$ cat src/rtl/tgr_pkg.sv
`default_nettype none
// ----------------------------------------------------------------------------
// Touch gesture recognizer package
// Shared types, constants and event codes for the gesture recognizer.
// ----------------------------------------------------------------------------
package tgr_pkg;

  localparam int MaxTouches = 8;
  localparam int IdxW = $clog2(MaxTouches);
  localparam int CntW = $clog2(MaxTouches + 1);

  typedef logic [1:0] mode_t;
  localparam mode_t ModeDown = 2'd0;
  localparam mode_t ModeMove = 2'd1;
  localparam mode_t ModeUp   = 2'd2;
  localparam mode_t ModeTick = 2'd3;

  typedef logic [2:0] kind_t;
  localparam kind_t KindShortTap = 3'd0;
  localparam kind_t KindLongTap  = 3'd1;
  localparam kind_t KindLongEnd  = 3'd2;
  localparam kind_t KindPinch    = 3'd3;
  localparam kind_t KindPinchEnd = 3'd4;

  localparam logic [15:0] ScaleOne = 16'd256;

  typedef logic [1:0] reg_idx_t;
  localparam reg_idx_t RegLongTap = 2'd0;
  localparam reg_idx_t RegMove    = 2'd1;
  localparam reg_idx_t RegPinch   = 2'd2;

  // Request to the shared arithmetic unit.
  typedef enum logic [1:0] {
    OpSqrt = 2'd0,
    OpDiv  = 2'd1
  } op_t;

  typedef struct packed {
    logic        start;
    op_t         op;
    logic [33:0] a;   // radicand, or dividend
    logic [16:0] b;   // divisor
  } alu_req_t;

  typedef struct packed {
    logic        done;
    logic [33:0] res;
  } alu_rsp_t;

endpackage : tgr_pkg
`default_nettype wire

$ cat src/rtl/touch_gesture_recognizer_unit.sv
`default_nettype none
// ----------------------------------------------------------------------------
// Touch gesture recognizer
// Tap, long tap and two-finger pinch detection over a compacted touch table.
// ----------------------------------------------------------------------------
// A tap move squares its offset against the move limit, and an up sweeps the table
// to compact it. Pinch start runs the 17-step square root; pinch moves run it too,
// plus the 34-step divide when the spread changes by more than the pinch limit,
// all in one shared unit. The result blocks new requests until taken.
// Synchronous reset clears all gesture state; the touch table is not cleared.
module touch_gesture_recognizer_unit (
  input  wire logic        clk,
  input  wire logic        rst,
  input  wire logic        s_axis_tvalid,
  output logic             s_axis_tready,
  // tdata: mode[1:0], pointer_id[6:2], pos_x[22:7], pos_y[38:23],
  // second_id[43:39], second_x[59:44], second_y[75:60], pointer_count[80:76]
  input  wire logic [87:0] s_axis_tdata,
  output logic             m_axis_tvalid,
  input  wire logic        m_axis_tready,
  // tdata: event_kind[2:0], event_x[18:3], event_y[34:19], scale[50:35]
  output logic [55:0]      m_axis_tdata,
  input  wire logic        cfg_valid,
  output logic             cfg_ready,
  input  wire logic [1:0]  cfg_index,
  input  wire logic [15:0] cfg_data
);
  import tgr_pkg::*;

  typedef enum logic [9:0] {
    StIdle   = 10'b0000000001,
    StExec   = 10'b0000000010,
    StFind1  = 10'b0000000100,
    StFind2  = 10'b0000001000,
    StSqrt   = 10'b0000010000,
    StSqWait = 10'b0000100000,
    StDivW   = 10'b0001000000,
    StSweep  = 10'b0010000000,
    StOut    = 10'b0100000000,
    StMoveT  = 10'b1000000000
  } state_t;

  state_t state;

  logic [15:0] long_tap_ms, move_limit, pinch_limit;
  logic [4:0]  ids [MaxTouches];
  logic [15:0] xs  [MaxTouches];
  logic [15:0] ys  [MaxTouches];
  logic [CntW-1:0] count;
  logic tap_candidate, long_tap_fired, pinching;
  logic [15:0] start_x, start_y, held_ms;
  logic [16:0] last_spread;

  logic [1:0]  mode;
  logic [4:0]  id, id2, pcnt;
  logic [15:0] px, py, px2, py2;
  logic [CntW-1:0] rd, wr;
  logic [16:0] cur;
  logic pinch_start;

  logic [2:0]  o_kind;
  logic [15:0] o_x, o_y, o_s;

  alu_req_t req;
  alu_rsp_t rsp;

  tgr_alu u_alu (.clk(clk), .rst(rst), .req(req), .rsp(rsp));

  assign s_axis_tready = (state == StIdle) && !m_axis_tvalid;
  assign cfg_ready     = 1'b1;
  assign m_axis_tdata  = {5'd0, o_s, o_y, o_x, o_kind};

  // Pair distance terms from table entries 0 and 1.
  logic [15:0] pdx, pdy;
  assign pdx = (xs[0] > xs[1]) ? xs[0] - xs[1] : xs[1] - xs[0];
  assign pdy = (ys[0] > ys[1]) ? ys[0] - ys[1] : ys[1] - ys[0];

  // Tap move test terms.
  logic [15:0] tdx, tdy;
  assign tdx = (px > start_x) ? px - start_x : start_x - px;
  assign tdy = (py > start_y) ? py - start_y : start_y - py;

  // Squares share one multiplier, one per cycle.
  logic [15:0] mul_a;
  logic [31:0] mul_p;
  logic [33:0] acc;
  logic [1:0]  msel;
  assign mul_p = mul_a * mul_a;

  logic [16:0] diff;
  assign diff = (rsp.res[16:0] > last_spread) ? rsp.res[16:0] - last_spread
                                               : last_spread - rsp.res[16:0];

  logic [CntW-1:0] hit1, hit2;
  logic f1, f2;
  always_comb begin
    hit1 = '0; hit2 = '0; f1 = 1'b0; f2 = 1'b0;
    for (int i = MaxTouches - 1; i >= 0; i--) begin
      if (i < count && ids[i] == id)  begin f1 = 1'b1; hit1 = CntW'(i); end
      if (i < count && ids[i] == id2) begin f2 = 1'b1; hit2 = CntW'(i); end
    end
  end

  always_comb begin
    case (msel)
      2'd0:    mul_a = pdx;
      2'd1:    mul_a = pdy;
      2'd2:    mul_a = tdx;
      default: mul_a = tdy;
    endcase
  end

  always_ff @(posedge clk) begin
    if (rst) begin
      state <= StIdle;
      m_axis_tvalid <= 1'b0;
      long_tap_ms <= 16'd500; move_limit <= 16'd160; pinch_limit <= 16'd160;
      count <= '0; tap_candidate <= 1'b0; long_tap_fired <= 1'b0;
      pinching <= 1'b0; start_x <= '0; start_y <= '0; held_ms <= '0;
      last_spread <= '0; req.start <= 1'b0;
    end else begin
      req.start <= 1'b0;
      if (m_axis_tvalid && m_axis_tready) m_axis_tvalid <= 1'b0;
      if (cfg_valid) begin
        unique case (cfg_index)
          RegLongTap: long_tap_ms <= cfg_data;
          RegMove:    move_limit  <= cfg_data;
          RegPinch:   pinch_limit <= cfg_data;
          default: ;
        endcase
      end
      unique case (state)
        StIdle: if (s_axis_tvalid && s_axis_tready) begin
          mode <= s_axis_tdata[1:0];   id  <= s_axis_tdata[6:2];
          px   <= s_axis_tdata[22:7];  py  <= s_axis_tdata[38:23];
          id2  <= s_axis_tdata[43:39]; px2 <= s_axis_tdata[59:44];
          py2  <= s_axis_tdata[75:60]; pcnt <= s_axis_tdata[80:76];
          state <= StExec;
        end
        StExec: begin
          o_s <= ScaleOne;
          case (mode)
            ModeDown: begin
              if (count >= CntW'(MaxTouches)) state <= StIdle;
              else begin
                ids[count[IdxW-1:0]] <= id;
                xs[count[IdxW-1:0]]  <= px;
                ys[count[IdxW-1:0]]  <= py;
                count <= count + 1'b1;
                tap_candidate <= 1'b0; long_tap_fired <= 1'b0; pinching <= 1'b0;
                if (count == 0) begin
                  held_ms <= '0; tap_candidate <= 1'b1;
                  start_x <= px; start_y <= py; state <= StIdle;
                end else if (count == 1) begin
                  pinching <= 1'b1; pinch_start <= 1'b1; msel <= 2'd0;
                  state <= StSqrt;
                end else state <= StIdle;
              end
            end
            ModeMove: begin
              if (pinching && count >= 2) begin
                pinch_start <= 1'b0; state <= StFind1;
              end else if (tap_candidate && count == 1) begin
                msel <= 2'd2; state <= StMoveT;
              end else state <= StIdle;
            end
            ModeUp: begin
              if (!f1) state <= StIdle;
              else begin
                if (count == 1 && !pinching) begin
                  if (long_tap_fired) begin
                    o_kind <= KindLongEnd; o_x <= start_x; o_y <= start_y;
                    m_axis_tvalid <= 1'b1;
                  end else if (tap_candidate) begin
                    o_kind <= KindShortTap; o_x <= start_x; o_y <= start_y;
                    m_axis_tvalid <= 1'b1;
                  end
                  tap_candidate <= 1'b0; long_tap_fired <= 1'b0;
                end else if (pinching && count == 2) begin
                  pinching <= 1'b0;
                  o_kind <= KindPinchEnd; o_x <= '0; o_y <= '0;
                  m_axis_tvalid <= 1'b1;
                end
                rd <= '0; wr <= '0; state <= StSweep;
              end
            end
            default: begin
              state <= StIdle;
              if (tap_candidate && !pinching && !long_tap_fired) begin
                if (held_ms != 16'hFFFF) held_ms <= held_ms + 1'b1;
                if (((held_ms == 16'hFFFF) ? held_ms : held_ms + 1'b1) >= long_tap_ms)
                begin
                  long_tap_fired <= 1'b1; tap_candidate <= 1'b0;
                  o_kind <= KindLongTap; o_x <= start_x; o_y <= start_y;
                  m_axis_tvalid <= 1'b1;
                end
              end
            end
          endcase
        end
        StMoveT: begin
          // Dx squared first, then dy squared plus compare.
          if (msel == 2'd2) begin
            acc <= {2'b0, mul_p}; msel <= 2'd3;
          end else begin
            if (acc + {2'b0, mul_p} > {2'b0, 32'(move_limit) * 32'(move_limit)})
              tap_candidate <= 1'b0;
            state <= StIdle;
          end
        end
        StFind1: begin
          if (pcnt >= 5'd1 && f1) begin
            xs[hit1[IdxW-1:0]] <= px; ys[hit1[IdxW-1:0]] <= py;
          end
          state <= StFind2;
        end
        StFind2: begin
          if (pcnt >= 5'd2 && f2) begin
            xs[hit2[IdxW-1:0]] <= px2; ys[hit2[IdxW-1:0]] <= py2;
          end
          msel <= 2'd0; state <= StSqrt;
        end
        StSqrt: begin
          if (msel == 2'd0) begin
            acc <= {2'b0, mul_p}; msel <= 2'd1;
          end else begin
            req.start <= 1'b1; req.op <= OpSqrt;
            req.a <= acc + {2'b0, mul_p}; req.b <= '0;
            state <= StSqWait;
          end
        end
        StSqWait: if (rsp.done) begin
          cur <= rsp.res[16:0];
          o_x <= 16'((17'(xs[0]) + 17'(xs[1])) >> 1);
          o_y <= 16'((17'(ys[0]) + 17'(ys[1])) >> 1);
          o_kind <= KindPinch;
          if (pinch_start) begin
            last_spread <= rsp.res[16:0]; o_s <= ScaleOne; state <= StOut;
          end else if (diff <= {1'b0, pinch_limit}) state <= StIdle;
          else if (last_spread == 0) begin
            last_spread <= rsp.res[16:0]; o_s <= 16'hFFFF; state <= StOut;
          end else begin
            req.start <= 1'b1; req.op <= OpDiv;
            req.a <= {rsp.res[16:0], 8'd0} + 34'(last_spread >> 1);
            req.b <= last_spread;
            state <= StDivW;
          end
        end
        StDivW: if (rsp.done) begin
          o_s <= (rsp.res > 34'hFFFF) ? 16'hFFFF : rsp.res[15:0];
          last_spread <= cur; state <= StOut;
        end
        StOut: begin
          m_axis_tvalid <= 1'b1; state <= StIdle;
        end
        StSweep: begin
          if (rd >= count) begin
            count <= wr; state <= StIdle;
          end else begin
            if (ids[rd[IdxW-1:0]] != id) begin
              ids[wr[IdxW-1:0]] <= ids[rd[IdxW-1:0]];
              xs[wr[IdxW-1:0]]  <= xs[rd[IdxW-1:0]];
              ys[wr[IdxW-1:0]]  <= ys[rd[IdxW-1:0]];
              wr <= wr + 1'b1;
            end
            rd <= rd + 1'b1;
          end
        end
        default: state <= StIdle;
      endcase
    end
  end

  assert property (@(posedge clk) disable iff (rst) count <= CntW'(MaxTouches))
    else $error("touch count exceeds table size");
  assert property (@(posedge clk) disable iff (rst) !(pinching && tap_candidate))
    else $error("pinch and tap modes both active");
  assert property (@(posedge clk) disable iff (rst)
    (state == StIdle && s_axis_tvalid && s_axis_tready) |=> state == StExec)
    else $error("accepted request not executed");
  assert property (@(posedge clk) disable iff (rst) $onehot(state))
    else $error("state not one-hot");

endmodule : touch_gesture_recognizer_unit
`default_nettype wire

$ cat src/rtl/tgr_alu.sv
`default_nettype none
// ----------------------------------------------------------------------------
// Shared iterative unit
// Bit-serial square root (one result bit per cycle) and restoring divide.
// ----------------------------------------------------------------------------
module tgr_alu (
  input  wire logic              clk,
  input  wire logic              rst,
  input  tgr_pkg::alu_req_t      req,
  output tgr_pkg::alu_rsp_t      rsp
);
  import tgr_pkg::*;

  logic        busy;
  logic        done;
  op_t         op;
  logic [5:0]  step;
  logic [33:0] work;     // remaining radicand / dividend bits
  logic [35:0] rem;      // partial remainder
  logic [33:0] root;     // root or quotient
  logic [16:0] dvs;

  logic [35:0] trial;
  logic [35:0] sh_rem;

  always_comb begin
    if (op == OpSqrt) begin
      sh_rem = {rem[33:0], work[33:32]};
      trial  = {root[33:0], 2'b01};
    end else begin
      sh_rem = {rem[34:0], work[33]};
      trial  = {19'd0, dvs};
    end
  end

  always_ff @(posedge clk) begin
    if (rst) begin
      busy <= 1'b0;
      done <= 1'b0;
    end else begin
      done <= 1'b0;
      if (req.start) begin
        busy <= 1'b1;
        op   <= req.op;
        work <= req.a;
        dvs  <= req.b;
        rem  <= '0;
        root <= '0;
        step <= (req.op == OpSqrt) ? 6'd17 : 6'd34;
      end else if (busy) begin
        if (op == OpSqrt) work <= {work[31:0], 2'b00};
        else              work <= {work[32:0], 1'b0};
        if (sh_rem >= trial) begin
          rem  <= sh_rem - trial;
          root <= {root[32:0], 1'b1};
        end else begin
          rem  <= sh_rem;
          root <= {root[32:0], 1'b0};
        end
        step <= step - 6'd1;
        if (step == 6'd1) begin
          busy <= 1'b0;
          done <= 1'b1;
        end
      end
    end
  end

  always_comb begin
    rsp.done = done;
    rsp.res  = root;
  end

endmodule : tgr_alu
`default_nettype wire
$ cat config.mk
export PLATFORM = sky130hd
export DESIGN_NAME = touch_gesture_recognizer_unit
export DESIGN_NICKNAME = d
export VERILOG_FILES = /design/src/rtl/tgr_pkg.sv /design/src/rtl/touch_gesture_recognizer_unit.sv /design/src/rtl/tgr_alu.sv
export SDC_FILE = /design/constraint.sdc
export NUM_CORES = 2
export LEC_CHECK = 0
export BUFFER_PORTS_ARGS = -buffer_cell sky130_fd_sc_hd__buf_2
export CORE_MARGIN = 8
export CORE_UTILIZATION = 30
export CTS_CLUSTER_DIAMETER = 80
export DETAILED_ROUTE_END_ITERATION = 10
export GPL_ROUTABILITY_DRIVEN = 0
export PLACE_DENSITY = 0.42
export SETUP_SLACK_MARGIN = 0.15
export SYNTH_ARGS = -nofsm -noshare
export SYNTH_HDL_FRONTEND = slang
export SYNTH_SLANG_ARGS = --single-unit
$ cat constraint.sdc
create_clock -name clk -period 33.8 [get_ports clk]
set_clock_uncertainty 0.2 [all_clocks]
set_input_delay 5.07 -clock clk [delete_from_list [all_inputs] [get_ports clk]]
set_output_delay 5.07 -clock clk [all_outputs]
set_load 0.02 [all_outputs]
======== Yosys cells after proc, flatten, opt, wreduce, memory -nomap -nowiden ========
Memory sizes are Yosys's and may differ from the RTL's. A register that Yosys moved wholly into a read port is not among the register bits.
Index checks and enable logic that the tools add are counted.
operators by class
  $lt $le $gt $ge ......................... 23
  multipliers ............................. 2
  reductions and logical operators ........ 85
  muxes and demuxes ....................... 226
  bitwise gates (word level) .............. 5
  equal/unequal tests ..................... 83
  $add $sub $neg .......................... 20
operators with widths
  operator                              count
  2-to-1 mux 16 bit                     36
  2-to-1 mux 54 bit                     5
  2-to-1 mux 34 bit                     6
  one-hot mux 16 bit (2 select lines)   5
  subtractor 16 bit                     8
  one-hot mux 54 bit (2 select lines)   1
  2-to-1 mux 17 bit                     6
  2-to-1 mux 3 bit                      34
  one-hot mux 16 bit (3 select lines)   2
  OR reduction 16 bit                   6
  one-hot mux 10 bit (9 select lines)   1
  equality test 5 bit                   16
  2-to-1 mux 10 bit                     8
  2-to-1 mux 1 bit                      75
  2-to-1 mux 36 bit                     2
  2-to-1 mux 35 bit                     2
  one-hot mux 34 bit (2 select lines)   1
  greater-than comparator 16 bit        4
  multiplier 16 x 16 -> 32 bit          2
  != test 2 bit, second input constant  26
  greater-or-equal comparator 36 bit    1
  != test 3 bit, second input constant  12
  subtractor 35 bit                     1
  adder 16 x 16 -> 17 bit               2
  74 further kinds                      182
storage, ports and cells
  input bits .............................. 111
  memory bits (writable) .................. 296
  memories kept ........................... 3
  bits in registers ....................... 509
  output and inout port bits .............. 59
  logic and storage cells ................. 490
memories
  memory  words  width  rd ports  clocked after memory_dff  wr ports  RTL line                             text
  xs      8      16     3         1                         1         touch_gesture_recognizer_unit.sv:47  logic [15:0] xs [MaxTouches];
  ys      8      16     3         1                         1         touch_gesture_recognizer_unit.sv:48  logic [15:0] ys [MaxTouches];
  ids     8      5      9         1                         1         touch_gesture_recognizer_unit.sv:46  logic [4:0] ids [MaxTouches];

======== Logic depth before layout (Yosys ltp) ========
An unclocked memory read counts as a cell.
  depth in word-level cells ............... 20
  mapped depth ............................ 58
  mapped depth without buffers ............ 54

======== Cells and area by module ========
Synthesis repeated with hierarchy kept, for this count alone.
second synthesis, totals
  cells, all modules ...................... 6221
  area, all modules ....................... 62745.2 sq um
modules (own cells, without submodules)
  module                         area an instance (sq um)  cells an instance  instances  seq. area each (sq um)
  touch_gesture_recognizer_unit  54708.7                   5463               1          18858.1
  tgr_alu                        8036.5                    758                1          3883.7

======== Worst setup path after synthesis ========
OpenSTA, ideal clock, no wires.
  path kind ............................... input -> register
  start point ............................. input rst
  end point ............................... register id2[0] (enable)
  required time ........................... 32.852 ns
  cell stages on the path ................. 3
  library setup time ...................... 0.748 ns
  buffers on the path ..................... 2
  setup slack ............................. 19.055 ns
  arrival time ............................ 13.797 ns
  cell sequence ........................... clkbuf_1 -> clkbuf_1 -> nor4b_1
on the way
  cells in the longest elaborated chain, start to end .. 2
ends and longest elaborated chain
  item                                  RTL line                              text
  start, declared                       touch_gesture_recognizer_unit.sv:13   input wire logic rst,
  inverter 1 bit (no source line)       --
  AND reduction 3 bit (no source line)  --
  end signal, assigned                  touch_gesture_recognizer_unit.sv:136  id2 <= s_axis_tdata[43:39]; px2 <= s_axis_tdata[59:44];
  end, declared                         touch_gesture_recognizer_unit.sv:55   logic [4:0] id, id2, pcnt;
Every way passes these cells.
A chain may end at the register's enable or synchronous reset.

==> flow_summary.toml <==
[power]
max-vdd-ir-drop_mv = 0.261
clkPwrFrac_pct = 17.9
intPower_mw = 3.27
seqPwrFrac_pct = 18.8
p_leak_nw = 28.8
p_comb_share_pct = 63.3
switchingPower_mw = 2.83
swShare_pct = 46.4
pwr_density_cell_nw_per_um2 = 88.1

[clock_tree]
clkTransAtPathRegs_ns = 0.06
ctsResizeCount = 0
cts_hold_buf = 0
cts_tree = "built"
cts_buffer_depth = 3
clock_latency_ns = 0.73
cts_root_buf = "clkbuf_16"
cts_made_buffers = 100
cts_setup_buffers = 0
clock_sinks = 802
h-tree-depth = 3

[drt]
ant_nets = 0
drt_iter0_drc = 2743
wl_mm = 185
detailedRoute.firstPassIterationCount = 6
via_count = 43900
via_per_inst = 4.95
drc_errors = 0
drt-wirelength-per-cell_um = 20.8

[worst_setup_path]
cp_max_fo = 27
critical_path_required_ns = 34.26
path_class = "flop to flop"
crit_arrival_ns = 14.29
worst_setup_path_start_kind = "flop"
cp_slowest_cell = "o21ai_4"
end_kind = "flop"
r2r_slack_ns = 19.97
crit_path_max_incr_delay_ns = 0.70

[floorplan]
io-pin-count = 170
core_area_um2 = 206000
row_count = 167
start_util_pct = 30.1
die_h_um = 471
dieWidth_um = 471
die_area_um2 = 222000

[yosys]
synth_cell_types = 111
syn_inst = 6013
synth_ff_type = "edfxtp_1"
syn_area_um2 = 62100
synth_edf_count = 665
postSynth.asyncResetShare_pct = 0
syn_area_per_cell_um2 = 10.3
ys_seq_area_share_pct = 36.5
yosysWarnings = 0
ys_ff_latch = 802
synth_area_leaders = "edfxtp_1 32%, fa_1 11%, ha_1 11%"
synth_top_area_share_pct = 32.1
yosysTopAreaCell = "edfxtp_1"

[timing]
final.period_utilization_pct = 40.9
layout_min_cycle_time_ns = 13.83
finalSetupTns_ns = 0
worst_pin_slew_ns = 1.15
setup_slack_ns = 19.97
fmax_mhz = 72.3
hold_violations = 0
drv_slew = 0
grt_setup_unrepaired = "no"
relSlewSlack_pct = 23.0
finalSetupViolCount = 0

[global_routing]
grt_pass1_vias = 45000
grt_pass1_wl_mm = 280
grt.overflow.total = 0
grt_use_total_pct = 16.1
antenna_found_initial = 1
grt_max_degree = 85

[placed_design]
place_ws_ns = 19.88
numPortBuffers = 156
hpwl_mm = 138

[status]
outcome = "complete, no violations"

[cells_and_area]
diodes = 0
nets = 7068
final_cell_mix = "702 x inv_1, 665 x edfxtp_1, 539 x ha_1, 479 x nand2_1, 394 x nor2_1"
final_layout_size_suffix_gt1_share_pct = 9.82
area_delta_synth_final_pct = 11.3
final_common_cell = "inv_1"

[worst_hold_path]
hold_class = "flop to flop"

[job]
drv_cap = 0
[flip-flops by register name, indices dropped and copies added (netlist names), 17 cells and up, named ones only]
| register | flops |
|---|---|
| acc | 31 |
| ys | 128 |
| u_alu.root | 34 |
| ids | 40 |
| req | 52 |
| u_alu.rem | 35 |
| u_alu.work | 34 |
| cur | 17 |
| xs | 128 |
| last_spread | 17 |
| u_alu.dvs | 17 |
[stage by stage]
step / instance area (um^2) / hold WS [ns] / instances / total power [mW] / util (%)
final: 69200 / 0.217 / 8868 / 6.10 / 33.5
after global routing: 69200 / 0.227 / 8868 / 6.66 / 33.5
after CTS: 69200 / 0.219 / 8868 / 6.19 / 33.5
after detailed placement: 65900 / 0.205 / 8682 / 5.06 / 31.9
after global placement: 65900 / 0.205 / 8682 / 5.03 / 31.9
after floorplan: 62200 / 0.200 / 6017 / 3.88 / -
[worst max-delay path: cells and delay by family, from the launching register on]
family,cells,cell delay [ns]
AOI/OAI and AO/OA,23,6.46
adders and majority gates,11,4.68
buffers and inverters,8,0.78
DFF,1,0.43
muxes,1,0.42
and+or+nand+nor,6,0.80
[synthesized netlist by cell type (12+ instances only)]
master,count
nor2b_1,74
o211ai_1,24
nand3b_1,22
or2_2,15
nor3_1,60
a21oi_1,392
and3_1,44
nand3_1,117
nand2_1,479
nor2_1,405
nor3b_1,14
o21ai_0,234
clkbuf_1,163
o22ai_1,14
inv_1,702
xor2_1,123
buf_1,24
o21a_1,32
nand2b_1,78
a211oi_1,45
a211o_1,20
dfxtp_1,137
a221oi_1,16
buf_4,16
fa_1,338
a21o_1,134
mux2_2,53
a2111oi_0,12
mux4_2,82
mux2i_1,197
buf_2,47
xnor2_1,206
a31oi_1,37
nor4_1,27
nand4_1,40
a311oi_1,14
o21bai_1,37
and2_1,107
ha_1,539
or3_1,21
edfxtp_1,665
[layout make-up]
class / instances / area [um^2]
Multi-Input combinational cell: 4245 / 35800
Sequential cell: 802 / 22700
Clock buffer: 120 / 2640
Inverter: 711 / 2670
Tap cell: 2704 / 3380
Timing Repair Buffer: 220 / 1270
Clock inverter: 66 / 687
Fill cell: 21100 / 137000
[power by group through the flow]
stage	sequential (mW)	clock [mW]	combinational, mW
3_3_place_gp	1.17	0	3.86
4_1_cts	1.15	1.13	3.92
2_1_floorplan	1.16	0	2.72
5_1_grt	1.15	1.16	4.36
3_5_place_dp	1.17	0	3.89
6_report	1.15	1.09	3.86
[final timing paths]
kind                        end  depth (start not counted)      from
setup / recovery  tap_candidate                         49  xs[0][0]
hold / removal    u_alu.dvs[12]                          0   req[12]
setup reg to reg  tap_candidate                         49  xs[0][0]
hold reg to reg   u_alu.dvs[12]                          0   req[12]
[kinds of logic after synthesis]
| family | share of synthesized area (%) |
|---|---|
| simple gates | 12.0 |
| buf+inv | 6.13 |
| fa+ha+maj | 21.7 |
| xor+xnor | 4.67 |
| mux | 7.17 |
| other cells | 0.0121 |
| flops | 36.5 |
| compound gates | 11.7 |
[layer usage]
layer,wire length [um],global-route usage (%),up-vias
met5,0,0,-
met4,4520,3.95,0
met3,5550,1.75,202
met2,89200,27.9,724
met1,85200,21.5,21900
li1,-,-,21100
Note: power is estimated with default switching activity, not from simulation.
